$ cat src/rtl/core/dpn_pkg.sv
// ============================================================================
// dpn_pkg - shared types and constants for the depth back-projection core
// Stage numbering, pipeline control struct, register indexes, reset values
// and the reciprocal constants used for the divisions by constants.
// ============================================================================
`default_nettype none

package dpn_pkg;

  // Field widths.
  localparam int PIX_W   = 12;
  localparam int DEPTH_W = 16;
  localparam int COLOR_W = 8;
  localparam int INV_W   = 24;
  localparam int CTR_W   = 20;
  localparam int COORD_W = 32;
  localparam int Z_W     = 23;
  localparam int NRM_W   = 16;
  localparam int CFG_IDX_W = 2;
  localparam int CFG_DAT_W = 24;

  // Pipeline stages, in order from input to output register.
  localparam int NSTAGE   = 8;
  localparam int ST_IN    = 0;  // offset magnitude, sign, normal magnitude
  localparam int ST_MUL1  = 1;  // offset times reciprocal focal length
  localparam int ST_MUL2  = 2;  // times depth
  localparam int ST_RND   = 3;  // rounding offset, drop 16 bits, saturation test
  localparam int ST_DIVH  = 4;  // upper quotient digit by 1000
  localparam int ST_REMH  = 5;  // upper remainder joined with lower bits
  localparam int ST_DIVL  = 6;  // lower quotient by 1000
  localparam int ST_OUT   = 7;  // sign and saturation, output register

  // Per-stage load enables, one bit per stage register.
  typedef struct packed {
    logic [NSTAGE-1:0] load;
  } dpn_ctl_t;

  // Configuration register indexes.
  localparam logic [CFG_IDX_W-1:0] REG_INV_FX = 2'd0;
  localparam logic [CFG_IDX_W-1:0] REG_INV_FY = 2'd1;
  localparam logic [CFG_IDX_W-1:0] REG_CTR_X  = 2'd2;
  localparam logic [CFG_IDX_W-1:0] REG_CTR_Y  = 2'd3;

  // Register values after reset.
  localparam logic [INV_W-1:0] RST_INV_FX = 24'd28796;
  localparam logic [INV_W-1:0] RST_INV_FY = 24'd28793;
  localparam logic [CTR_W-1:0] RST_CTR_X  = 20'd80139;
  localparam logic [CTR_W-1:0] RST_CTR_Y  = 20'd61042;

  // Half of 1000 * 65536, added before the scaling division.
  localparam logic [60:0] COORD_ROUND = 61'd32768000;
  // Quotient by 1000 reaches 2^31 at this value of the shifted sum.
  localparam logic [44:0] SAT_LIM     = 45'd2147483648000;
  // ceil(2^40 / 1000): exact floor division by 1000 below 2^30.
  localparam logic [30:0] RECIP_1000  = 31'd1099511628;
  localparam logic [21:0] DIV_1000    = 22'd1000;
  // ceil(2^42 / 1000): depth * 65536 / 1000 as depth * this >> 26.
  localparam logic [32:0] Z_RECIP     = 33'd4398046512;
  // ceil(2^23 / 255): exact floor division by 255 below 2^15.
  localparam logic [15:0] NRM_RECIP   = 16'd32897;
  localparam logic [14:0] NRM_HALF    = 15'd127;

endpackage

`default_nettype wire

$ cat src/rtl/core/dpn_aux.sv
// ============================================================================
// dpn_aux - depth in metres and normal-map decoding
// point_z = floor(depth * 65536 / 1000) and n = round((2c - 255) * 16384 / 255)
// for each colour byte, delayed to line up with the coordinate lanes.
// ============================================================================
`default_nettype none

module dpn_aux (
  input  wire logic                             clk,
  input  wire dpn_pkg::dpn_ctl_t                ctl,
  input  wire logic [dpn_pkg::DEPTH_W-1:0]      depth,
  input  wire logic [dpn_pkg::COLOR_W-1:0]      red,
  input  wire logic [dpn_pkg::COLOR_W-1:0]      green,
  input  wire logic [dpn_pkg::COLOR_W-1:0]      blue,
  output logic [dpn_pkg::Z_W-1:0]               point_z,
  output logic signed [dpn_pkg::NRM_W-1:0]      nrm_x,
  output logic signed [dpn_pkg::NRM_W-1:0]      nrm_y,
  output logic signed [dpn_pkg::NRM_W-1:0]      nrm_z
);

  logic [2:0][7:0]  col;
  logic [2:0][7:0]  nabs_nxt;
  logic [2:0]       nneg_nxt;
  logic [2:0][7:0]  nabs_r;
  logic [2:0]       nneg_r;
  logic [2:0][7:0]  nabs1_r;
  logic [2:0]       nneg1_r;
  logic [2:0][14:0] nv;
  logic [2:0][30:0] nm_r;
  logic [2:0][14:0] nmag;
  logic [2:0][15:0] nrm_nxt;
  logic [48:0]      zp_r;
  logic [2:0][15:0] nrm_r [dpn_pkg::ST_MUL2:dpn_pkg::ST_OUT];
  logic [22:0]      z_r   [dpn_pkg::ST_MUL1:dpn_pkg::ST_OUT];

  assign col = {blue, green, red};

  // Distance of each byte from mid-scale, and the sign of the component.
  always_comb begin
    for (int i = 0; i < 3; i++) begin
      nneg_nxt[i] = !col[i][7];
      if (col[i][7]) begin
        nabs_nxt[i] = 8'({col[i], 1'b0} - 9'd255);
      end else begin
        nabs_nxt[i] = 8'(9'd255 - {col[i], 1'b0});
      end
    end
  end

  // 16384 / 255 = 64 + 64 / 255: whole part by shift, the rest by reciprocal.
  always_comb begin
    for (int i = 0; i < 3; i++) begin
      nv[i]   = {1'b0, nabs_r[i], 6'd0} + dpn_pkg::NRM_HALF;
      nmag[i] = {1'b0, nabs1_r[i], 6'd0} + 15'(nm_r[i][30:23]);
      if (nneg1_r[i]) begin
        nrm_nxt[i] = 16'd0 - {1'b0, nmag[i]};
      end else begin
        nrm_nxt[i] = {1'b0, nmag[i]};
      end
    end
  end

  // Front stages: multiplications, then the delay line to the output.
  always_ff @(posedge clk) begin
    if (ctl.load[dpn_pkg::ST_IN]) begin
      zp_r   <= 49'(depth) * 49'(dpn_pkg::Z_RECIP);
      nabs_r <= nabs_nxt;
      nneg_r <= nneg_nxt;
    end
    if (ctl.load[dpn_pkg::ST_MUL1]) begin
      z_r[dpn_pkg::ST_MUL1] <= zp_r[48:26];
      nabs1_r               <= nabs_r;
      nneg1_r               <= nneg_r;
      for (int i = 0; i < 3; i++) begin
        nm_r[i] <= 31'(nv[i]) * 31'(dpn_pkg::NRM_RECIP);
      end
    end
    if (ctl.load[dpn_pkg::ST_MUL2]) begin
      z_r[dpn_pkg::ST_MUL2]   <= z_r[dpn_pkg::ST_MUL1];
      nrm_r[dpn_pkg::ST_MUL2] <= nrm_nxt;
    end
    for (int k = dpn_pkg::ST_RND; k <= dpn_pkg::ST_OUT; k++) begin
      if (ctl.load[k]) begin
        z_r[k]   <= z_r[k-1];
        nrm_r[k] <= nrm_r[k-1];
      end
    end
  end

  assign point_z = z_r[dpn_pkg::ST_OUT];
  assign nrm_x   = nrm_r[dpn_pkg::ST_OUT][0];
  assign nrm_y   = nrm_r[dpn_pkg::ST_OUT][1];
  assign nrm_z   = nrm_r[dpn_pkg::ST_OUT][2];

endmodule

`default_nettype wire

$ cat config.mk
export PLATFORM = sky130hd
export DESIGN_NAME = dpn_aux
export DESIGN_NICKNAME = d
export VERILOG_FILES = /design/src/rtl/core/dpn_pkg.sv /design/src/rtl/core/dpn_aux.sv
export SDC_FILE = /design/constraint.sdc
export NUM_CORES = 1
export LEC_CHECK = 0
export BUFFER_PORTS_ARGS = -buffer_cell sky130_fd_sc_hd__buf_2
export CAP_MARGIN = 25
export CORE_UTILIZATION = 26
export CTS_BUF_LIST = sky130_fd_sc_hd__clkbuf_4 sky130_fd_sc_hd__clkbuf_8 sky130_fd_sc_hd__clkbuf_16
export DETAILED_ROUTE_END_ITERATION = 8
export GPL_ROUTABILITY_DRIVEN = 0
export MAX_ROUTING_LAYER = met4
export SYNTH_ARGS = -nofsm -noshare
export SYNTH_HDL_FRONTEND = slang
export SYNTH_SLANG_ARGS = --single-unit
export TNS_END_PERCENT = 100
$ cat constraint.sdc
create_clock -name clk -period 16.7 [get_ports clk]
set_input_delay 3.34 -clock clk [delete_from_list [all_inputs] [get_ports clk]]
set_output_delay 3.34 -clock clk [all_outputs]
set_load 0.05 [all_outputs]
==> impl_metrics.tcl <==
set metrics [dict create \
    status "completed" \
    synth_top_area_share_pct 59.7 \
    maxCapViolations 0 \
    coreArea_sq_um 104000 \
    switching_share_pct 33.8 \
    clkPwrFrac_pct 24.3 \
    period_minus_slack_ns 8.56 \
    hold_path_class "reg -> reg" \
    reg2reg_slack_ns 12.55 \
    track_usage_pct 9.44 \
    timing.rr.end "nm_r[27]$_DFFE_PP_" \
    r2r_cells 16 \
    synth_top_cell_by_area "edfxtp_1" \
    totalWireLength_microns 48400 \
    switchingPower_mw 1.56 \
    instances_no_fill 3374 \
    dpl-instance-area_sq_um 29100 \
    synth-edff-count 544 \
    netlist_instances 1870 \
    synth-async-reset-ratio_pct 0 \
    io_pins 120 \
    seq_power_share_pct 38.7 \
    via_per_inst 3.99 \
    via_count 13468 \
    drive_above_1_share_pct 11.0 \
    clkSlewWorstSetupHoldPaths_ns 0.06 \
    fin_worst_skew_ns 0.0323 \
    final_common_cell "edfxtp_1" \
    cts_tree "built" \
    syn_nets 2307 \
    worstHoldEndpoint "nrm_r[0][311]$_DFFE_PP_" \
    ys_seq_area_share_pct 59.7 \
    slew_headroom_pct 32.8 \
    combPwrFrac_pct 36.9 \
    critical_path.startpoint_type "primary input" \
    cp-end-kind "flip-flop" \
    io_buffers 119 \
    p_int_mw 3.04 \
    route.detailed.drc 0 \
    first_pass_iters 5 \
    die_width_microns 327 \
    synth.avg_cell_area_sq_um 14.6 \
    arrival_ns 8.89 \
    path_class "in -> reg" \
    syn_to_final_growth_pct 12.4 \
    critPathRequiredTime_ns 17.03 \
    place_inst 3283 \
    clock-sinks 544 \
    diodes 0 \
    num-nets-final 2392 \
    rr_startpoint "nabs_r[1]$_DFFE_PP_" \
    ys.flop_type "edfxtp_1" \
    ant_nets 0 \
    rsz0062_at_grt "false" \
    clkLatencyLatePin_ns 0.61 \
    overflow 0 \
    ctsHoldBuffers 0 \
    clock_path_buffers 3 \
    fin_tns_setup_ns 0 \
    root_buffer "clkbuf_16" \
    layout.cells.most_common_list "544 x edfxtp_1, 283 x inv_1, 264 x ha_1" \
    final_cell_area_sq_um 30800 \
    worst_pin_slew_ns 1.01 \
    dp_hpwl_microns 36800 \
    ys_seq_elements 544 \
    setup_viol 0 \
    holdPathStages 0 \
    power.density_nw_per_um2 149 \
    htree_levels 2 \
    hold_violations 0 \
    core.rowCount 118 \
    dp_worst_setup_slack_ns 7.55 \
    die_area_sq_um 107000 \
    cts_buffers 50 \
    drt_iter0_markers 606 \
    antenna_found_initial 2 \
    fillers 10462 \
    grt_pass1_vias 13589 \
    floorplan.initialDensity_pct 26.3 \
    synth_cell_type_count 59 \
    min_period_over_period_pct 51.3 \
    synth.area.top_cells "edfxtp_1 60%, ha_1 12%, fa_1 9.1%, inv_1 3.9%, xnor2_1 2.7%" \
    maxSlewViolCount 0 \
    peakVddDrop_v 0.0000999 \
    syn_area_sq_um 27400 \
    holdWs_ns 0.406 \
    ctsResizeCount 0 \
    worstPathMaxFanout 8 \
    wl_per_cell_microns 14.3 \
    setup_ws_ns 8.14 \
    hold_start "nrm_r[0][263]$_DFFE_PP_" \
    cts_setup_buffers 0 \
    synth_warnings 0 \
    dieHeight_microns 327 \
    grt_start_max_net_pins 72 \
    grt_pass1_wl_microns 76400 \
    max_freq_mhz 117 \
    p_leak_nw 12.4 \
]
==> power groups by stage <==
stage               Clock, mW  Combinational, mW  Sequential (mW)
global route             1.22               1.92             1.80
global placement            0               1.67             1.81
detailed placement          0               1.69             1.81
CTS                      1.17               1.70             1.78
finish                   1.12               1.70             1.78
floorplan                   0               1.25             1.79
==> sequential cells by signal (all words and copies together) (netlist names) <==
| signal | count |
|---|---|
| nneg_r | 3 |
| nabs1_r | 21 |
| nrm_r | 288 |
| z_r | 161 |
| nabs_r | 21 |
| nm_r | 24 |
| zp_r | 23 |
| nneg1_r | 3 |
==> synth_stat cells, drive strengths merged, types with 7 or more instances <==
| library cell | number |
|---|---|
| xor2 | 43 |
| ha | 264 |
| edfxtp | 544 |
| o31ai | 8 |
| nor3 | 16 |
| buf | 76 |
| nor2 | 43 |
| a21o | 26 |
| xnor2 | 85 |
| a31oi | 20 |
| a21oi | 63 |
| nand4 | 13 |
| nand3 | 42 |
| fa | 124 |
| o21ai | 48 |
| inv | 283 |
| clkbuf | 16 |
| and3 | 11 |
| nor4 | 7 |
| nand2 | 62 |
| a211oi | 7 |
==> how the worst max path moves through the flow <==
stage	from	end	slack, ns
CTS	depth[5]	zp_r[45]$_DFFE_PP_	8.19
floorplan	depth[5]	zp_r[45]$_DFFE_PP_	8.12
global route	depth[5]	zp_r[45]$_DFFE_PP_	7.94
global placement	depth[7]	zp_r[45]$_DFFE_PP_	7.64
detailed placement	depth[5]	zp_r[45]$_DFFE_PP_	7.55
finish	depth[5]	zp_r[45]$_DFFE_PP_	8.14
==> area by class of cell <==
type                       count  area, sq um  area share (%)
sequential                   544        16300            53.1
multi-input combinational    951         9360            30.4
inverter                     283         1060            3.45
clock inverter                29          259           0.842
timing repair buffer         125          648            2.11
tap                         1380         1730            5.61
clock buffer                  62         1380            4.47
==> stage by stage <==
stage                     total power, mW  util (%)
final                                4.60      29.6
after global routing                 4.93      29.6
after CTS                            4.65      29.6
after detailed placement             3.50      28.0
after global placement               3.48      28.0
after floorplan                      3.03         -
==> worst max-delay path, stage by stage <==
cell and delay [ns]:
buf_2 0.21, inv_1 0.12, ha_1 0.33, inv_1 0.08, fa_1 0.53, inv_1 0.05
fa_1 0.51, inv_1 0.05, fa_1 0.47, inv_1 0.06, fa_1 0.54, inv_1 0.06
fa_1 0.47, ha_1 0.37, nand3_1 0.15, nor4b_1 0.08, a211o_1 0.30, a311o_1 0.43
a2111oi_4 0.37, o21bai_2 0.14, a21boi_2 0.16, xnor2_1 0.07
==> cell families after synthesis <==
kind of cell             after synthesis  share of synthesized area (%)
XOR/XNOR                             128                           4.09
AO/OA/AOI/OAI                        204                           4.77
buffers and inverters                375                           6.14
multiplexers                           3                          0.110
AND/OR/NAND/NOR                      228                           4.10
adder cells (fa/ha/maj)              388                           21.1
flip-flops                           544                           59.7
==> layer usage <==
metal  up-vias  GRT usage [%]  wire, microns
met5         -              -              0
met3        67           1.59           1940
met4         0           2.73           1090
li1       6677              -              -
met2       223           14.9          22400
met1      6501           12.4          23000
Note: power is estimated with default switching activity, not from simulation.
