--- config.mk ---
export PLATFORM = sky130hd
export DESIGN_NAME = dpn_proj
export DESIGN_NICKNAME = d
export VERILOG_FILES = /design/src/rtl/core/dpn_pkg.sv /design/src/rtl/core/dpn_proj.sv
export SDC_FILE = /design/constraint.sdc
export NUM_CORES = 2
export LEC_CHECK = 0
export ABC_AREA = 1
export BUFFER_PORTS_ARGS = -buffer_cell sky130_fd_sc_hd__buf_4
export CAP_MARGIN = 5
export CORE_MARGIN = 2
export CORE_UTILIZATION = 65
export CTS_BUF_LIST = sky130_fd_sc_hd__clkbuf_16
export DETAILED_ROUTE_END_ITERATION = 6
export PLACE_DENSITY = 0.82
export SLEW_MARGIN = 10
export SYNTH_ARGS = -nofsm -noshare
export SYNTH_HDL_FRONTEND = slang
export SYNTH_SLANG_ARGS = --single-unit
--- constraint.sdc ---
create_clock -name clk -period 14.4 [get_ports clk]
set_clock_uncertainty 0.15 [all_clocks]
set_input_delay 2.16 -clock clk [delete_from_list [all_inputs] [get_ports clk]]
set_output_delay 2.16 -clock clk [all_outputs]
set_load 0.02 [all_outputs]
--- src/rtl/core/dpn_pkg.sv ---
// ============================================================================
// dpn_pkg - shared types and constants for the depth back-projection core
// Stage numbering, pipeline control struct, register indexes, reset values
// and the reciprocal constants used for the divisions by constants.
// ============================================================================
`default_nettype none

package dpn_pkg;

  // Field widths.
  localparam int PIX_W   = 12;
  localparam int DEPTH_W = 16;
  localparam int COLOR_W = 8;
  localparam int INV_W   = 24;
  localparam int CTR_W   = 20;
  localparam int COORD_W = 32;
  localparam int Z_W     = 23;
  localparam int NRM_W   = 16;
  localparam int CFG_IDX_W = 2;
  localparam int CFG_DAT_W = 24;

  // Pipeline stages, in order from input to output register.
  localparam int NSTAGE   = 8;
  localparam int ST_IN    = 0;  // offset magnitude, sign, normal magnitude
  localparam int ST_MUL1  = 1;  // offset times reciprocal focal length
  localparam int ST_MUL2  = 2;  // times depth
  localparam int ST_RND   = 3;  // rounding offset, drop 16 bits, saturation test
  localparam int ST_DIVH  = 4;  // upper quotient digit by 1000
  localparam int ST_REMH  = 5;  // upper remainder joined with lower bits
  localparam int ST_DIVL  = 6;  // lower quotient by 1000
  localparam int ST_OUT   = 7;  // sign and saturation, output register

  // Per-stage load enables, one bit per stage register.
  typedef struct packed {
    logic [NSTAGE-1:0] load;
  } dpn_ctl_t;

  // Configuration register indexes.
  localparam logic [CFG_IDX_W-1:0] REG_INV_FX = 2'd0;
  localparam logic [CFG_IDX_W-1:0] REG_INV_FY = 2'd1;
  localparam logic [CFG_IDX_W-1:0] REG_CTR_X  = 2'd2;
  localparam logic [CFG_IDX_W-1:0] REG_CTR_Y  = 2'd3;

  // Register values after reset.
  localparam logic [INV_W-1:0] RST_INV_FX = 24'd28796;
  localparam logic [INV_W-1:0] RST_INV_FY = 24'd28793;
  localparam logic [CTR_W-1:0] RST_CTR_X  = 20'd80139;
  localparam logic [CTR_W-1:0] RST_CTR_Y  = 20'd61042;

  // Half of 1000 * 65536, added before the scaling division.
  localparam logic [60:0] COORD_ROUND = 61'd32768000;
  // Quotient by 1000 reaches 2^31 at this value of the shifted sum.
  localparam logic [44:0] SAT_LIM     = 45'd2147483648000;
  // ceil(2^40 / 1000): exact floor division by 1000 below 2^30.
  localparam logic [30:0] RECIP_1000  = 31'd1099511628;
  localparam logic [21:0] DIV_1000    = 22'd1000;
  // ceil(2^42 / 1000): depth * 65536 / 1000 as depth * this >> 26.
  localparam logic [32:0] Z_RECIP     = 33'd4398046512;
  // ceil(2^23 / 255): exact floor division by 255 below 2^15.
  localparam logic [15:0] NRM_RECIP   = 16'd32897;
  localparam logic [14:0] NRM_HALF    = 15'd127;

endpackage

`default_nettype wire

--- src/rtl/core/dpn_proj.sv ---
// ============================================================================
// dpn_proj - one coordinate lane of the back-projection
// Computes round(d * inv * depth / 65536000) with d = pix * 256 - center,
// saturated to signed 32 bits, over eight register stages.
// ============================================================================
`default_nettype none

module dpn_proj (
  input  wire logic                               clk,
  input  wire dpn_pkg::dpn_ctl_t                  ctl,
  input  wire logic [dpn_pkg::PIX_W-1:0]          pix,
  input  wire logic [dpn_pkg::CTR_W-1:0]          center,
  input  wire logic [dpn_pkg::INV_W-1:0]          inv,
  input  wire logic [dpn_pkg::DEPTH_W-1:0]        depth,
  output logic signed [dpn_pkg::COORD_W-1:0]      point
);

  logic [dpn_pkg::ST_DIVL:dpn_pkg::ST_IN]  neg_r;
  logic [dpn_pkg::ST_DIVL:dpn_pkg::ST_RND] sat_r;

  logic [19:0] pos;
  logic [19:0] mag_nxt;
  logic        neg_nxt;
  logic [19:0] mag_r;
  logic [15:0] dep_r;
  logic [15:0] dep1_r;
  logic [43:0] p1_r;
  logic [59:0] prod_r;
  logic [60:0] rnd;
  logic [44:0] tsh;
  logic [40:0] t_r;
  logic [51:0] qh_prod;
  logic [11:0] qh_r;
  logic [11:0] qh5_r;
  logic [11:0] qh6_r;
  logic [20:0] th_r;
  logic [19:0] tl_r;
  logic [21:0] qh_x1000;
  logic [20:0] rh_full;
  logic [29:0] x0_r;
  logic [60:0] ql_prod;
  logic [19:0] ql_r;
  logic [31:0] qmag;
  logic [31:0] point_nxt;
  logic [31:0] point_r;

  // Signed offset from the principal point as magnitude and sign.
  always_comb begin
    pos = {pix, 8'd0};
    if (pos < center) begin
      neg_nxt = 1'b1;
      mag_nxt = center - pos;
    end else begin
      neg_nxt = 1'b0;
      mag_nxt = pos - center;
    end
  end

  // Rounding offset and the coarse saturation test.
  always_comb begin
    rnd = {1'b0, prod_r} + dpn_pkg::COORD_ROUND;
    tsh = rnd[60:16];
  end

  // Division of the 41-bit value by 1000 in two digits of 21 and 20 bits.
  assign qh_prod  = 52'(t_r[40:20]) * 52'(dpn_pkg::RECIP_1000);
  assign qh_x1000 = 22'(qh_r) * dpn_pkg::DIV_1000;
  assign rh_full  = th_r - qh_x1000[20:0];
  assign ql_prod  = 61'(x0_r) * 61'(dpn_pkg::RECIP_1000);

  // Final sign and clamp.
  always_comb begin
    qmag = {1'b0, qh6_r[10:0], ql_r};
    if (sat_r[dpn_pkg::ST_DIVL]) begin
      point_nxt = neg_r[dpn_pkg::ST_DIVL] ? 32'h8000_0000 : 32'h7FFF_FFFF;
    end else if (neg_r[dpn_pkg::ST_DIVL]) begin
      point_nxt = 32'd0 - qmag;
    end else begin
      point_nxt = qmag;
    end
  end

  // Stage registers, each loaded by its own enable.
  always_ff @(posedge clk) begin
    if (ctl.load[dpn_pkg::ST_IN]) begin
      mag_r                  <= mag_nxt;
      neg_r[dpn_pkg::ST_IN]  <= neg_nxt;
      dep_r                  <= depth;
    end
    if (ctl.load[dpn_pkg::ST_MUL1]) begin
      p1_r                    <= 44'(mag_r) * 44'(inv);
      neg_r[dpn_pkg::ST_MUL1] <= neg_r[dpn_pkg::ST_IN];
      dep1_r                  <= dep_r;
    end
    if (ctl.load[dpn_pkg::ST_MUL2]) begin
      prod_r                  <= 60'(p1_r) * 60'(dep1_r);
      neg_r[dpn_pkg::ST_MUL2] <= neg_r[dpn_pkg::ST_MUL1];
    end
    if (ctl.load[dpn_pkg::ST_RND]) begin
      t_r                    <= tsh[40:0];
      sat_r[dpn_pkg::ST_RND] <= (tsh >= dpn_pkg::SAT_LIM);
      neg_r[dpn_pkg::ST_RND] <= neg_r[dpn_pkg::ST_MUL2];
    end
    if (ctl.load[dpn_pkg::ST_DIVH]) begin
      qh_r                    <= qh_prod[51:40];
      th_r                    <= t_r[40:20];
      tl_r                    <= t_r[19:0];
      sat_r[dpn_pkg::ST_DIVH] <= sat_r[dpn_pkg::ST_RND];
      neg_r[dpn_pkg::ST_DIVH] <= neg_r[dpn_pkg::ST_RND];
    end
    if (ctl.load[dpn_pkg::ST_REMH]) begin
      x0_r                    <= {rh_full[9:0], tl_r};
      qh5_r                   <= qh_r;
      sat_r[dpn_pkg::ST_REMH] <= sat_r[dpn_pkg::ST_DIVH];
      neg_r[dpn_pkg::ST_REMH] <= neg_r[dpn_pkg::ST_DIVH];
    end
    if (ctl.load[dpn_pkg::ST_DIVL]) begin
      ql_r                    <= ql_prod[59:40];
      qh6_r                   <= qh5_r;
      sat_r[dpn_pkg::ST_DIVL] <= sat_r[dpn_pkg::ST_REMH];
      neg_r[dpn_pkg::ST_DIVL] <= neg_r[dpn_pkg::ST_REMH];
    end
    if (ctl.load[dpn_pkg::ST_OUT]) begin
      point_r <= point_nxt;
    end
  end

  assign point = point_r;

endmodule

`default_nettype wire

==> impl_metrics.csv <==
group,metric,value,unit
critical_path,arrival,8.04,ns
layout,num_antenna_cells,0,
synthesis,yosys_register_bits,337,
synthesis,synthArstFlopShare,0,%
sta,slew_violations,0,
critical_path,r2r_slack,7.24,ns
sta,setup-violations-final,0,
clock_network,ctsHtreeMaxLevel,2,
grt,antenna_found_initial,4,
grt,grt_max_degree,62,
critical_path,cp.required,14.67,ns
clock_network,cts-buffers-inserted,40,
critical_path,crit_type,"in2reg",
critical_path,r2r-start,"dep1_r[7]$_DFFE_PP_",
clock_network,cts_sinks,337,
floorplanning,coreArea,121400,um^2
layout,regArea,10120,um^2
sta,rsz0062_at_grt,"false",
critical_path,critPathMaxFanout,20,
critical_path,reg2reg_to,"prod_r[57]$_DFFE_PP_",
routing,vias,62227,
synthesis,syn-num-nets,12135,
floorplanning,fp.dieW,353.3,um
routing,dr.pass1.iters,7,
routing,drc_errors,0,
synthesis,yosysWarnings,0,
synthesis,yosysSeqAreaShare,12.76,%
routing,ant_nets,0,
floorplanning,start_util,65.32,%
routing,wl_met1,81410,um
synthesis,synthCells,9693,
status,status,"finished, final reports clean",
clock_network,ctsResizeCount,0,
critical_path,rr_worst_depth,21,
layout,fillers,9978,
clock_network,clockBufferDepth,3,
place,gp_congestion,1.020,
layout,drive_above_1_share,2.709,%
place,io_buffers,112,
synthesis,syn_area,79290,um^2
critical_path,startpoint_type,"primary input",
routing,drt-vias-per-instance,5.526,
clock_network,root_buffer,"clkbuf_16",
clock_network,cts_tree,"yes",
routing,met2_length,105300,um
layout,nets,12046,
floorplanning,die_y,353.3,um
grt,grt_pass1_vias,68061,
clock_network,clock_latency,0.67,ns
sta,setup_tns,0,ns
floorplanning,die_area,124800,um^2
synthesis,netlist-cell-type-count,51,
sta,tightest_slew,1.342,ns
clock_network,path_clk_slew,0.06,ns
critical_path,cp-endpoint,"p1_r[25]$_DFFE_PP_",
job,drv_cap,0,
floorplanning,ios,113,
routing,wl_met3,17190,um
clock_network,hold_buffers,0,
routing,wl,217500,um
synthesis,syn_avg_cell_area,8.180,um^2
routing,routed.top_layer,"met5",
grt,grt_usage,36.18,%
routing,drt_iter0_markers,4937,
place,dp_hpwl,177900,um
clock_network,post_cts_buffers,0,
grt,grt_pass1_wl,354000,um
layout,synthToLayoutAreaGrowth,4.295,%
sta,hold_viol_final,0,
synthesis,synth_flop_cell,"edfxtp_1",
sta,fin_crit_sh,54.02,%
floorplanning,rows,128,
grt,grt_overflow,0,
min_path,hold_class,"reg2reg",
synthesis,synth_edf_count,337,
critical_path,endpoint_kind,"flop",
sta,period_minus_slack,7.779,ns
critical_path,worstSetupStartpoint,"inv[9]",
sta,slew_headroom,10.56,%
routing,routedWlPerCell,19.31,um
layout,multi_input_comb_area,57450,um^2
sta,max_freq,0.1286,GHz
## worst max-delay path, cell delays in order
cell and delay (ns):
buf_4 0.25, nand2_1 0.09, inv_1 0.08, fa_1 0.44, fa_1 0.52, inv_1 0.05, fa_1 0.49, inv_1 0.06
fa_1 0.64, inv_1 0.10, fa_1 0.55, inv_1 0.05, fa_1 0.49, fa_1 0.44, ha_1 0.39, nand2_1 0.11
o21ai_0 0.44, a21oi_1 0.17, o21ai_0 0.26, a21oi_1 0.09, xor2_1 0.15
## cell usage after synthesis (8+ instances only)
| library cell | number | area share (%) |
|---|---|---|
| nand2_1 | 2260 | 11 |
| clkbuf_1 | 256 | 1.2 |
| inv_1 | 2828 | 13 |
| inv_2 | 13 | 0.062 |
| nand3b_1 | 14 | 0.13 |
| xor2_1 | 102 | 1.1 |
| nand4_1 | 64 | 0.50 |
| xnor2_1 | 47 | 0.52 |
| fa_1 | 1434 | 36 |
| nor2_2 | 10 | 0.079 |
| nand3_1 | 203 | 1.3 |
| or2_2 | 8 | 0.063 |
| o21bai_1 | 38 | 0.36 |
| nor3_1 | 49 | 0.31 |
| nor2_1 | 466 | 2.2 |
| a21oi_1 | 302 | 1.9 |
| o21ai_0 | 186 | 1.2 |
| edfxtp_1 | 337 | 13 |
| nor4_1 | 13 | 0.10 |
| ha_1 | 927 | 15 |
| o21ai_1 | 10 | 0.063 |
| a21o_1 | 28 | 0.27 |
| a21boi_0 | 12 | 0.11 |
| o21a_1 | 10 | 0.095 |
## cells by family (layout without fill, tap and decap cells)
| group | Yosys count | count (layout) | share of synthesized area, % |
|---|---|---|---|
| compound gates | 607 | 607 | 4.186 |
| xor+xnor | 149 | 149 | 1.646 |
| buf+inv | 3113 | 3055 | 14.79 |
| flops | 337 | 337 | 12.76 |
| fa+ha+maj | 2361 | 2361 | 50.83 |
| simple gates | 3126 | 3126 | 15.78 |
## metal layers
metal | up-vias | global-route usage, %
li1 | 28292 | -
met1 | 30282 | 44.53
met2 | 2851 | 61.57
met3 | 794 | 5.442
met4 | 8 | 19.59
met5 | - | 0
## registers in the layout (all words and copies together), names as in the netlist
| register | flops |
|---|---|
| qh_r | 11 |
| qh5_r | 11 |
| tl_r | 20 |
| prod_r | 44 |
| ql_r | 20 |
| sat_r | 4 |
| p1_r | 44 |
| t_r | 41 |
| dep_r | 16 |
| mag_r | 20 |
| x0_r | 30 |
| point | 32 |
| dep1_r | 16 |
| qh6_r | 11 |
| th_r | 10 |
| neg_r | 7 |
## worst min-delay path by stage
stage	startpoint	endpoint	slack [ns]	depth (start not counted)
6_report	tl_r[6]$_DFFE_PP_	x0_r[6]$_DFFE_PP_	0.25	0
3_5_place_dp	dep_r[10]$_DFFE_PP_	dep1_r[10]$_DFFE_PP_	0.25	0
3_3_place_gp	dep_r[11]$_DFFE_PP_	dep1_r[11]$_DFFE_PP_	0.25	0
4_1_cts	tl_r[6]$_DFFE_PP_	x0_r[6]$_DFFE_PP_	0.26	0
5_1_grt	t_r[4]$_DFFE_PP_	tl_r[4]$_DFFE_PP_	0.25	0
2_1_floorplan	dep_r[0]$_DFFE_PP_	dep1_r[0]$_DFFE_PP_	0.25	0
## layout by cell type, fill, tap and decap left out, types with 6 or more instances in the layout
master	instances
nor2_2	10
fa_1	1434
nor3_2	6
clkinv_2	7
nor2_1	466
clkbuf_16	40
or2_2	8
edfxtp_1	337
ha_1	927
xor2_1	102
o21a_1	10
clkinv_1	7
a21oi_1	302
nand4_1	64
bufinv_16	6
inv_1	2831
nor4_1	13
a21o_1	28
o21ai_0	186
o21bai_1	38
buf_4	140
inv_2	13
o21ai_1	10
nand2_1	2260
a21boi_0	12
nor3_1	49
nand3_1	203
nand3b_1	14
and3_1	7
xnor2_1	47
## final cells by class
class	count	area share, %
multi-input cells	6243	69.47
inverters	2842	12.90
flip-flops and latches	337	12.24
well taps	1625	2.459
repair buffers	140	1.271
clock buffers	40	1.210
clock inverters	33	0.4554
## per-stage QoR
step	hold WS (ns)	cell area, um^2	cells	util [%]	setup slack (ns)
global route	0.2534	82700	11260	68.12	6.336
floorplan	0.2503	79290	9693	-	6.657
detailed placement	0.2545	81320	11187	66.99	6.097
global placement	0.2506	81320	11187	66.99	6.144
finish	0.2550	82700	11260	68.12	6.621
CTS	0.2578	82700	11260	68.12	6.806
Power is not shown: default switching activity piles up to over one toggle a cycle in this logic, so the estimate is an artifact.
