$ cat config.mk
export PLATFORM = sky130hd
export DESIGN_NAME = dpn_ctrl
export DESIGN_NICKNAME = d
export VERILOG_FILES = /design/src/rtl/core/dpn_pkg.sv /design/src/rtl/core/dpn_ctrl.sv
export SDC_FILE = /design/constraint.sdc
export NUM_CORES = 1
export LEC_CHECK = 0
export ABC_AREA = 1
export ABC_CLOCK_PERIOD_IN_PS = 2950
export BUFFER_PORTS_ARGS = -buffer_cell sky130_fd_sc_hd__buf_4
export CAP_MARGIN = 5
export CORE_AREA = 2 2 39 41
export DETAILED_ROUTE_END_ITERATION = 16
export DIE_AREA = 0 0 41 43
export SETUP_SLACK_MARGIN = 0.5
export SLEW_MARGIN = 40
export SYNTH_ARGS = -nofsm -noshare
export SYNTH_HDL_FRONTEND = slang
export SYNTH_SLANG_ARGS = --single-unit
$ cat constraint.sdc
create_clock -name clk -period 2.95 [get_ports clk]
set_input_delay 0.1475 -clock clk [delete_from_list [all_inputs] [get_ports clk]]
set_output_delay 0.1475 -clock clk [all_outputs]
set_load 0.02 [all_outputs]
$ cat src/rtl/core/dpn_pkg.sv
// ============================================================================
// dpn_pkg - shared types and constants for the depth back-projection core
// Stage numbering, pipeline control struct, register indexes, reset values
// and the reciprocal constants used for the divisions by constants.
// ============================================================================
`default_nettype none

package dpn_pkg;

  // Field widths.
  localparam int PIX_W   = 12;
  localparam int DEPTH_W = 16;
  localparam int COLOR_W = 8;
  localparam int INV_W   = 24;
  localparam int CTR_W   = 20;
  localparam int COORD_W = 32;
  localparam int Z_W     = 23;
  localparam int NRM_W   = 16;
  localparam int CFG_IDX_W = 2;
  localparam int CFG_DAT_W = 24;

  // Pipeline stages, in order from input to output register.
  localparam int NSTAGE   = 8;
  localparam int ST_IN    = 0;  // offset magnitude, sign, normal magnitude
  localparam int ST_MUL1  = 1;  // offset times reciprocal focal length
  localparam int ST_MUL2  = 2;  // times depth
  localparam int ST_RND   = 3;  // rounding offset, drop 16 bits, saturation test
  localparam int ST_DIVH  = 4;  // upper quotient digit by 1000
  localparam int ST_REMH  = 5;  // upper remainder joined with lower bits
  localparam int ST_DIVL  = 6;  // lower quotient by 1000
  localparam int ST_OUT   = 7;  // sign and saturation, output register

  // Per-stage load enables, one bit per stage register.
  typedef struct packed {
    logic [NSTAGE-1:0] load;
  } dpn_ctl_t;

  // Configuration register indexes.
  localparam logic [CFG_IDX_W-1:0] REG_INV_FX = 2'd0;
  localparam logic [CFG_IDX_W-1:0] REG_INV_FY = 2'd1;
  localparam logic [CFG_IDX_W-1:0] REG_CTR_X  = 2'd2;
  localparam logic [CFG_IDX_W-1:0] REG_CTR_Y  = 2'd3;

  // Register values after reset.
  localparam logic [INV_W-1:0] RST_INV_FX = 24'd28796;
  localparam logic [INV_W-1:0] RST_INV_FY = 24'd28793;
  localparam logic [CTR_W-1:0] RST_CTR_X  = 20'd80139;
  localparam logic [CTR_W-1:0] RST_CTR_Y  = 20'd61042;

  // Half of 1000 * 65536, added before the scaling division.
  localparam logic [60:0] COORD_ROUND = 61'd32768000;
  // Quotient by 1000 reaches 2^31 at this value of the shifted sum.
  localparam logic [44:0] SAT_LIM     = 45'd2147483648000;
  // ceil(2^40 / 1000): exact floor division by 1000 below 2^30.
  localparam logic [30:0] RECIP_1000  = 31'd1099511628;
  localparam logic [21:0] DIV_1000    = 22'd1000;
  // ceil(2^42 / 1000): depth * 65536 / 1000 as depth * this >> 26.
  localparam logic [32:0] Z_RECIP     = 33'd4398046512;
  // ceil(2^23 / 255): exact floor division by 255 below 2^15.
  localparam logic [15:0] NRM_RECIP   = 16'd32897;
  localparam logic [14:0] NRM_HALF    = 15'd127;

endpackage

`default_nettype wire

$ cat src/rtl/core/dpn_ctrl.sv
// ============================================================================
// dpn_ctrl - valid bits and load enables of the processing pipeline
// Each stage loads when it is empty or when its successor loads, so bubbles
// collapse and input beats keep flowing while the output beat waits.
// ============================================================================
`default_nettype none

module dpn_ctrl (
  input  wire logic              clk,
  input  wire logic              rst_n,
  input  wire logic              in_valid,
  input  wire logic              in_nz,
  input  wire logic              out_stall,
  output logic                   in_stall,
  output logic                   out_valid,
  output dpn_pkg::dpn_ctl_t      ctl
);

  logic [dpn_pkg::NSTAGE-1:0] v_r;
  logic [dpn_pkg::NSTAGE-1:0] v_nxt;
  logic [dpn_pkg::NSTAGE-1:0] rdy;

  // Ready chain from the output register back to the input.
  always_comb begin
    rdy[dpn_pkg::ST_OUT] = !v_r[dpn_pkg::ST_OUT] || !out_stall;
    for (int k = dpn_pkg::ST_OUT - 1; k >= 0; k--) begin
      rdy[k] = !v_r[k] || rdy[k+1];
    end
  end

  // Valid bits move with the data; a zero-depth beat enters as a bubble.
  always_comb begin
    v_nxt = v_r;
    if (rdy[dpn_pkg::ST_IN]) begin
      v_nxt[dpn_pkg::ST_IN] = in_valid && in_nz;
    end
    for (int k = 1; k < dpn_pkg::NSTAGE; k++) begin
      if (rdy[k]) begin
        v_nxt[k] = v_r[k-1];
      end
    end
  end

  always_ff @(posedge clk) begin
    if (!rst_n) begin
      v_r <= '0;
    end else begin
      v_r <= v_nxt;
    end
  end

  assign in_stall  = !rdy[dpn_pkg::ST_IN];
  assign out_valid = v_r[dpn_pkg::ST_OUT];
  assign ctl.load  = rdy;

  // An accepted beat with depth enters the first stage.
  a_nz_enters: assert property (@(posedge clk) disable iff (!rst_n)
    (in_valid && !in_stall && in_nz) |=> v_r[dpn_pkg::ST_IN])
    else $error("accepted pixel with depth did not enter the pipeline");

  // An accepted zero-depth beat leaves no item behind.
  a_zero_drops: assert property (@(posedge clk) disable iff (!rst_n)
    (in_valid && !in_stall && !in_nz) |=> !v_r[dpn_pkg::ST_IN])
    else $error("zero-depth pixel produced an item");

  // The input only stalls when every stage holds an item.
  a_stall_full: assert property (@(posedge clk) disable iff (!rst_n)
    in_stall |-> (&v_r))
    else $error("input stalled while a pipeline stage was empty");

  // A middle stage keeps its item while its successor cannot take it.
  a_mid_hold: assert property (@(posedge clk) disable iff (!rst_n)
    (v_r[dpn_pkg::ST_DIVH] && !rdy[dpn_pkg::ST_REMH]) |=> v_r[dpn_pkg::ST_DIVH])
    else $error("item lost in the division stages");

endmodule

`default_nettype wire

==> results of run 1 <==
layout make-up:
cell class	count	share of cell area (%)
sequential	8	34.1
tap	16	4.27
clock buffer	3	4.80
inverter	10	8.00
timing repair buffer	14	22.4
multi-input combinational	18	26.4
per-stage QoR:
stage               hold slack [ns]  std cells
global route                  0.102         69
finish                        0.111         69
detailed placement            0.376         66
global placement              0.363         66
floorplan                     0.265         36
CTS                           0.110         69
layer usage:
layer | wire (um) | global-route usage, % | vias to the layer above
met5 | 0 | 0 | -
met4 | 26 | 8.00 | 0
met3 | 96 | 5.24 | 4
met2 | 249 | 11.3 | 17
met1 | 246 | 9.35 | 113
li1 | - | - | 147
power groups by stage:
stage	logic (mW)	registers, mW	clock network [mW]
after CTS	0.00822	0.111	0.0883
after floorplan	0.00309	0.113	0
final	0.00799	0.111	0.0848
after global routing	0.00901	0.111	0.0943
after detailed placement	0.00821	0.113	0
after global placement	0.00808	0.113	0
critical path, cell delays in order (launching register included):
cell and delay, ns:
sky130_fd_sc_hd__dfxtp_1 0.34, sky130_fd_sc_hd__nand2_2 0.08, sky130_fd_sc_hd__nor2_4 0.12, sky130_fd_sc_hd__nand4_4 0.11, sky130_fd_sc_hd__nor2_4 0.14, sky130_fd_sc_hd__nand3_2 0.10, sky130_fd_sc_hd__inv_1 0.06, sky130_fd_sc_hd__buf_4 0.13
cell usage in the layout (no fill, tap or decap):
cell / Yosys / routed
sky130_fd_sc_hd__buf_4: 0 / 14
sky130_fd_sc_hd__nand2_2: 1 / 1
sky130_fd_sc_hd__nor2_4: 2 / 2
sky130_fd_sc_hd__o21a_1: 1 / 1
sky130_fd_sc_hd__inv_2: 1 / 1
sky130_fd_sc_hd__a21oi_2: 1 / 1
sky130_fd_sc_hd__clkbuf_4: 0 / 3
sky130_fd_sc_hd__inv_1: 9 / 9
sky130_fd_sc_hd__dfxtp_1: 8 / 8
sky130_fd_sc_hd__nor2_1: 3 / 3
sky130_fd_sc_hd__a21oi_1: 5 / 5
sky130_fd_sc_hd__nand3_2: 1 / 1
sky130_fd_sc_hd__nand4_4: 1 / 1
sky130_fd_sc_hd__nand2_1: 3 / 3
how the worst max path moves through the flow:
stage | from | end | depth (start not counted)
floorplan | v_r[7] | in_stall | 6
global placement | v_r[7] | in_stall | 7
detailed placement | v_r[7] | in_stall | 7
CTS | v_r[7] | in_stall | 7
global route | v_r[7] | in_stall | 7
finish | v_r[7] | in_stall | 7
cell usage after synthesis, drive strengths merged:
cell type	count	area [um2]
nand4	1	21.3
dfxtp	8	160
nor2	5	33.8
inv	10	37.5
a21oi	6	33.8
nand2	4	17.5
nand3	1	10.0
o21a	1	7.51
cell families (layout without fill, tap and decap cells):
| family | Yosys count | count (layout) |
|---|---|---|
| buf+inv | 10 | 27 |
| compound gates | 7 | 7 |
| flops | 8 | 8 |
| simple gates | 11 | 11 |
==> parameters.txt, run 1 <==
Parameter                              Value

Worst hold path
  Worst hold path cell count ... 2
  Min-delay src ... rst_n
  Destination of the worst hold path ... v_r[2]
  Hold Crit Class ... in2reg

STA
  Relative slew slack ... 84.7%
  Fin crit period ... between 1 and 1.5 ns
  Final period utilization ... 50.7%
  Worst clock skew ... between 0.004 and 0.005 ns
  Maximum operating frequency ... roughly 670 MHz
  Final total negative setup slack ... 0 ns
  RSZ-0062 raised after global routing ... no
  Number of hold-slack violations in the final timing report ... 0
  Setup slack of the critical path after layout ... 1.45 ns
  Final count of negative-setup-slack endpoints ... 0
  Pins Over Slew Limit ... 0
  Slew at the pin closest to its max-slew limit ... between 0.2 and 0.25 ns

Finish
  Largest register FFs ... 8
  Largest Register ... v_r
  Total area of sequential cells ... approximately 160 um2
  Utilization of the core after routing ... between 30% and 40%
  Number of antenna repair diodes ... 0
  P&R area growth vs syn ... 45.9%
  Largest registers ranked by flip-flop count ... v_r: 8 flops
  Fin nets ... 60
  Area of combinational cells with multiple inputs ... 124 um2
  Share of layout cells above drive strength 1 ... a little under half
  Fillcell total ... around 140
  Final instance area ... between 400 and 500 um2

Worst setup path
  Crit path DAT ... 1.35 ns
  Worst Path Required ... ~2.8 ns
  Worst reg2reg startpoint ... v_r[7]
  Capturing element type of the critical path ... primary output
  Reg2reg end ... v_r[0]
  Reg-to-reg slack, setup ... roughly 1.9 ns
  Length in cells of the worst reg-to-reg path ... 6
  Setup Crit Path Kind ... reg2out
  Highest fanout seen on the critical path ... 4
  Critical path launch point type ... flop

CTS
  Worst-skew pair later-pin latency ... roughly 0.26 ns
  CTS Buffer Depth ... 2
  TritonCTS sink count ... 8
  CTS HTree Levels ... 1
  CTS resizes ... 0
  CTS tree ... done
  Hold-fix buffers at CTS ... 0
  CTS clock-pin slew for the worst setup and hold paths ... around 0.060 ns
  Number of buffers inserted to repair setup after CTS ... 0
  Clock tree root buffer cell ... sky130_fd_sc_hd__clkbuf_4
  TritonCTS Buffers ... 3

Logic synthesis
  Post-Syn Instances ... 36
  Warnings, synthesis ... 0
  Register bit total from synthesis ... 8
  Count of unique library cells instantiated by Yosys ... 12
  Simple logic cell fraction of the synthesized area ... 25.7%
  Synthesized-area fraction occupied by adder cells ... 0%
  Multiplexer fraction of the synthesized cell area ... 0%
  Post-synthesis instance area ... about 320 um2
  Xor and xnor area share after synthesis ... 0%
  Synthesized area per cell ... 8.93 um2
  Net count after synthesis ... 41
  Share of the synthesized area in compound gates (AO/OA/AOI/OAI) ... 12.8%
  Dominant combinational cell family by area after synthesis ... simple AND/OR/NAND/NOR gates
  Sequential area share after synthesis ... between 40 and 50%

Place
  Dpl cell area ... roughly 450 um2
  Pre-CTS worst setup slack ... ~1.7 ns
  Detailed placement HPWL ... roughly 490 um
  Number of port buffers ... 14
  Final weighted congestion in routability-driven placement ... roughly 0.64

Power
  Fraction of power consumed by sequential logic ... 54.4%
  Part of the total power dissipated in combinational logic ... under 10%
  Internal power component ... approximately 0.16 mW
  Leakage power ... between 0.15 and 0.2 nW
  Switching power share of the total ... about a fifth
  Power spent charging and discharging nets ... around 0.043 mW
  Pwr Density ... about 430 mW/mm2
  Clk pwr share ... between 40% and 50%
  Total power of the final layout ... 0.203 mW
  Peak supply drop ... 0.000190 V

Global routing
  Number of antenna violations at the first check in global routing ... 0
  Number of global-route vias before repair ... approximately 220
  Total routing resource utilization after global routing ... about 8.7%
  Overflow left after global routing ... 0
  Maximum number of pins on one net before global-route repair ... 8
  Global-route wire length before repair ... approximately 920 um

Detailed routing
  Antenna Violating Nets Remaining ... 0
  Total routed wirelength ... between 600 and 700 um
  DRC violation total after the first TritonRoute iteration ... 1
  Average detailed-routed wire length per instance ... 8.96 um
  Via count ... ~280
  First-pass iteration count of the detailed router ... 2
  DRC ... 0
  Detail-routed via count per cell ... just over 4

Floorplanning
  CORE AREA ... around 0.0014 mm2
  Die ar. ... about 0.0018 mm2
  Vertical die dimension ... between 40 and 50 um
  Width of the chip ... just over 40 um
  I/O pin count ... 15
  Row count ... 14
  Initial Util ... between 20% and 30%

Job
  Max-cap viol count ... 0

Run status
  Outcome ... completed
No activity file was read; power rests on OpenSTA's default activity.
==> run 2, diff against run 1 <==
- ABC_AREA: 1 -> 0
- ABC_CLOCK_PERIOD_IN_PS: 2950 -> 1300
- clock period: 2.95 -> 1.3 ns (I/O delays scaled with it)
==> parameters.txt, run 2 <==
Parameter                              Value

Run status
  Outcome ... complete, but fails checks (was completed)
  Violated checks ... negative setup slack

STA
  Final total negative setup slack ... -0.000240 ns (was 0 ns)
  Relative slew slack ... 86.1% (was 84.7%)
  Pins Over Slew Limit ... 0 (unchanged)
  Maximum operating frequency ... about 770 MHz
  RSZ-0062 raised after global routing ... yes (was no)
  Fin crit period ... about 1.3 ns
  Slew at the pin closest to its max-slew limit ... 0.208 ns (was 0.229 ns)
  Final count of negative-setup-slack endpoints ... 1 (was 0)
  Worst clock skew ... 0.0116 ns (was 0.00451 ns)
  Final period utilization ... 100%
  Number of hold-slack violations in the final timing report ... 0 (unchanged)
  Setup slack of the critical path after layout ... -0.000240 ns (was 1.45 ns)

Detailed routing
  Detail-routed via count per cell ... 4.51 (was 4.07)
  Antenna Violating Nets Remaining ... 0 (unchanged)
  Total routed wirelength ... 824 um (was 618 um)
  Via count ... 347 (was 281)
  Average detailed-routed wire length per instance ... 10.7 um (was 8.96 um)
  First-pass iteration count of the detailed router ... 4 (was 2)
  DRC violation total after the first TritonRoute iteration ... 1 (unchanged)
  DRC ... 0 (unchanged)

Finish
  Largest registers ranked by flip-flop count ... v_r: 8 flops (unchanged)
  Largest register FFs ... 8 (unchanged)
  P&R area growth vs syn ... 87.3% (was 45.9%)
  Largest Register ... v_r (unchanged)
  Most frequent cells in the layout ... sky130_fd_sc_hd__buf_6 (14), sky130_fd_sc_hd__buf_4 (9), sky130_fd_sc_hd__dfxtp_1 (4) (was sky130_fd_sc_hd__buf_4 (14), sky130_fd_sc_hd__inv_1 (9), sky130_fd_sc_hd__dfxtp_1 (8))
  Fillcell total ... 140 (was 141)
  Fin nets ... 67 (was 60)
  Number of antenna repair diodes ... 0 (unchanged)
  Share of layout cells above drive strength 1 ... 70.5% (was 45.3%)
  Most common cell after layout, fill and taps aside ... sky130_fd_sc_hd__buf_6 (was sky130_fd_sc_hd__buf_4)

Logic synthesis
  Share of the synthesized area in the top cell type ... 46.4% (was 49.8%)
  Library cell occupying the most area in the post-synthesis netlist ... sky130_fd_sc_hd__dfxtp_1 (unchanged)
  Synth async-reset ratio ... 0% (unchanged)
  Synthesized area per cell ... 9.87 um2 (was 8.93 um2)
  Largest cells by area after synthesis ... sky130_fd_sc_hd__dfxtp_1 (46%), sky130_fd_sc_hd__a21boi_2 (6.5%), sky130_fd_sc_hd__nand4_4 (6.2%) (was sky130_fd_sc_hd__dfxtp_1 (50%), sky130_fd_sc_hd__inv_1 (11%), sky130_fd_sc_hd__a21oi_1 (7.8%))
  Top flip-flop cell by instance count after synthesis ... sky130_fd_sc_hd__dfxtp_1 (unchanged)
  Post-synthesis instance area ... 345 um2 (was 322 um2)
  Warnings, synthesis ... 0 (unchanged)
  EDFF count, synth ... 0 (unchanged)
  Net count after synthesis ... 40 (was 41)
  Sequential area share after synthesis ... 46.4% (was 49.8%)
  Post-Syn Instances ... 35 (was 36)
  Most frequent cells after synthesis ... sky130_fd_sc_hd__dfxtp_1 (8), sky130_fd_sc_hd__inv_1 (5), sky130_fd_sc_hd__nand2_1 (4), sky130_fd_sc_hd__nor2b_1 (3) (was sky130_fd_sc_hd__inv_1 (9), sky130_fd_sc_hd__dfxtp_1 (8), sky130_fd_sc_hd__a21oi_1 (5), sky130_fd_sc_hd__nand2_1 (3), sky130_fd_sc_hd__nor2_1 (3))
  Register bit total from synthesis ... 8 (unchanged)
  Most numerous cell in the Yosys netlist ... sky130_fd_sc_hd__dfxtp_1 (was sky130_fd_sc_hd__inv_1)
  Count of unique library cells instantiated by Yosys ... 16 (was 12)

CTS
  CTS clock-pin slew for the worst setup and hold paths ... 0.06 ns (about the same)
  Hold-fix buffers at CTS ... 0 (unchanged)
  Clock tree root buffer cell ... sky130_fd_sc_hd__clkbuf_4 (unchanged)
  TritonCTS sink count ... 8 (unchanged)
  CTS HTree Levels ... 1 (unchanged)
  TritonCTS Buffers ... 3 (unchanged)
  CTS Buffer Depth ... 2 (unchanged)
  CTS tree ... done (unchanged)
  Worst-skew pair later-pin latency ... 0.26 ns (about the same)

Worst setup path
  Length in cells of the worst reg-to-reg path ... 6 (unchanged)
  Worst path depth ... 4 (was 7)
  Capturing element type of the critical path ... primary output (unchanged)
  Setup Crit Path Kind ... reg2out (unchanged)
  Maximum single-stage delay on the critical path ... 0.34 ns (about the same)
  Worst Path Required ... 1.24 ns (was 2.80 ns)
  Highest fanout seen on the critical path ... 5 (was 4)
  Reg-to-reg slack, setup ... 0.12 ns (was 1.86 ns)
  Crit path DAT ... 1.24 ns (was 1.35 ns)
  Critical path cell sequence ... and4_4, and2_4, nand2_2, buf_6 (was nand2_2, nor2_4, nand4_4, nor2_4, nand3_2, inv_1, buf_4)
  Critical path launch point type ... flop (unchanged)
  Standard cell with the maximum stage delay on the critical path ... sky130_fd_sc_hd__dfxtp_4 (was sky130_fd_sc_hd__dfxtp_1)
  Buffers and inverters on the worst path ... 1 (was 2)
  Top Family by Delay on Critical Path ... simple AND/OR/NAND/NOR gates (unchanged)

Power
  Switching power share of the total ... 21.8% (was 21.0%)
  Clk pwr share ... 43.7% (was 41.7%)
  Part of the total power dissipated in combinational logic ... 4.6% (was 3.9%)
  Leakage power ... 0.271 nW (was 0.197 nW)
  Peak supply drop ... 0.000453 V (was 0.000190 V)
  Internal power component ... 0.376 mW (was 0.161 mW)
  Fraction of power consumed by sequential logic ... 51.6% (was 54.4%)
  Pwr Density ... 743 mW/mm2 (was 434 mW/mm2)
  Total power of the final layout ... 0.481 mW (was 0.203 mW)
  Power spent charging and discharging nets ... 0.105 mW (was 0.0428 mW)

Global routing
  Number of global-route vias before repair ... 315 (was 221)
  Global-route wire length before repair ... 1.30 mm (was 924 um)
  Total routing resource utilization after global routing ... 11.4% (was 8.74%)
  Maximum number of pins on one net before global-route repair ... 9 (was 8)
  Number of antenna violations at the first check in global routing ... 0 (unchanged)
  Overflow left after global routing ... 0 (unchanged)

Floorplanning
  Vertical die dimension ... 43 um (unchanged)
  Width of the chip ... 41 um (unchanged)
  Row count ... 14 (unchanged)
  I/O pin count ... 15 (unchanged)
  CORE AREA ... 0.00138 mm2 (unchanged)
  Die ar. ... 0.00176 mm2 (unchanged)
  Initial Util ... 25.0% (was 23.2%)

Place
  Pre-CTS worst setup slack ... 0.122 ns (was 1.72 ns)
  Detailed placement HPWL ... 511 um (was 489 um)
  Number of port buffers ... 14 (unchanged)
  Final weighted congestion in routability-driven placement ... 0.701 (was 0.641)

Worst hold path
  Hold Crit Class ... in2reg (unchanged)
  Worst hold path cell count ... 3 (was 2)

Job
  Max-cap viol count ... 0 (unchanged)
## run 2: cell count changes in the layout (fill, tap and decap cells not counted), moves of 3 or more
cell,delta
sky130_fd_sc_hd__buf_6,+14
sky130_fd_sc_hd__inv_1,-6
sky130_fd_sc_hd__buf_4,-5
sky130_fd_sc_hd__a21oi_1,-4
sky130_fd_sc_hd__dfxtp_1,-4
sky130_fd_sc_hd__nor2_1,-3
sky130_fd_sc_hd__nor2b_1,+3
## run 2: final cells by class
cell class,count,area [um2],area share (%)
Clock buffer,4,26.3,4.06
Sequential cell,8,170,26.3
Multi-Input combinational cell,21,184,28.4
Timing Repair Buffer,23,225,34.8
Tap cell,16,20.0,3.09
Inverter,5,21.3,3.29
## run 2: routing by layer
layer / global-route usage, % / vias up / wire (um)
li1: - / 169 / -
met1: 14.0 / 162 / 354
met2: 15.3 / 14 / 388
met3: 7.85 / 2 / 75
met4: 4.00 / 0 / 6
met5: 0 / - / 0
## run 2: per-stage QoR
stage	cells	utilization [%]	hold slack [ns]	instance area, um2
2_1_floorplan	35	-	0.182	359
3_5_place_dp	66	35.3	0.334	488
5_1_grt	77	46.7	0.0619	647
4_1_cts	74	44.0	0.0618	609
3_3_place_gp	66	35.3	0.339	488
6_report	77	46.7	0.0625	647
## run 2: what timing repair did
item	CTS	global route
buffers inserted	4	3
endpoints found under the setup margin	16	18
pin swaps	4	3
resized for setup	21	6
## run 2: worst min-delay path, cell delays in order
cell	delay (ns)
sky130_fd_sc_hd__buf_4	0.11
sky130_fd_sc_hd__nand2_1	0.06
sky130_fd_sc_hd__a21boi_2	0.05
## run 2: final timing paths
check | startpoint | end
min | in_nz | v_r[0]
max | v_r[7] | ctl[1]
max reg2reg | v_r[7] | v_r[1]
min reg2reg | v_r[5] | v_r[6]
## run 2: cells by family after synthesis
kind of cell,synth area share (%)
AO/OA/AOI/OAI,17.8
buffers and inverters,8.70
flip-flops,46.4
AND/OR/NAND/NOR,27.2
## run 2: power groups by stage
stage | logic, mW | clock network, mW | registers, mW
finish | 0.0223 | 0.210 | 0.248
global route | 0.0238 | 0.240 | 0.248
CTS | 0.0222 | 0.220 | 0.250
detailed placement | 0.0210 | 0 | 0.255
global placement | 0.0211 | 0 | 0.255
floorplan | 0.00713 | 0 | 0.255
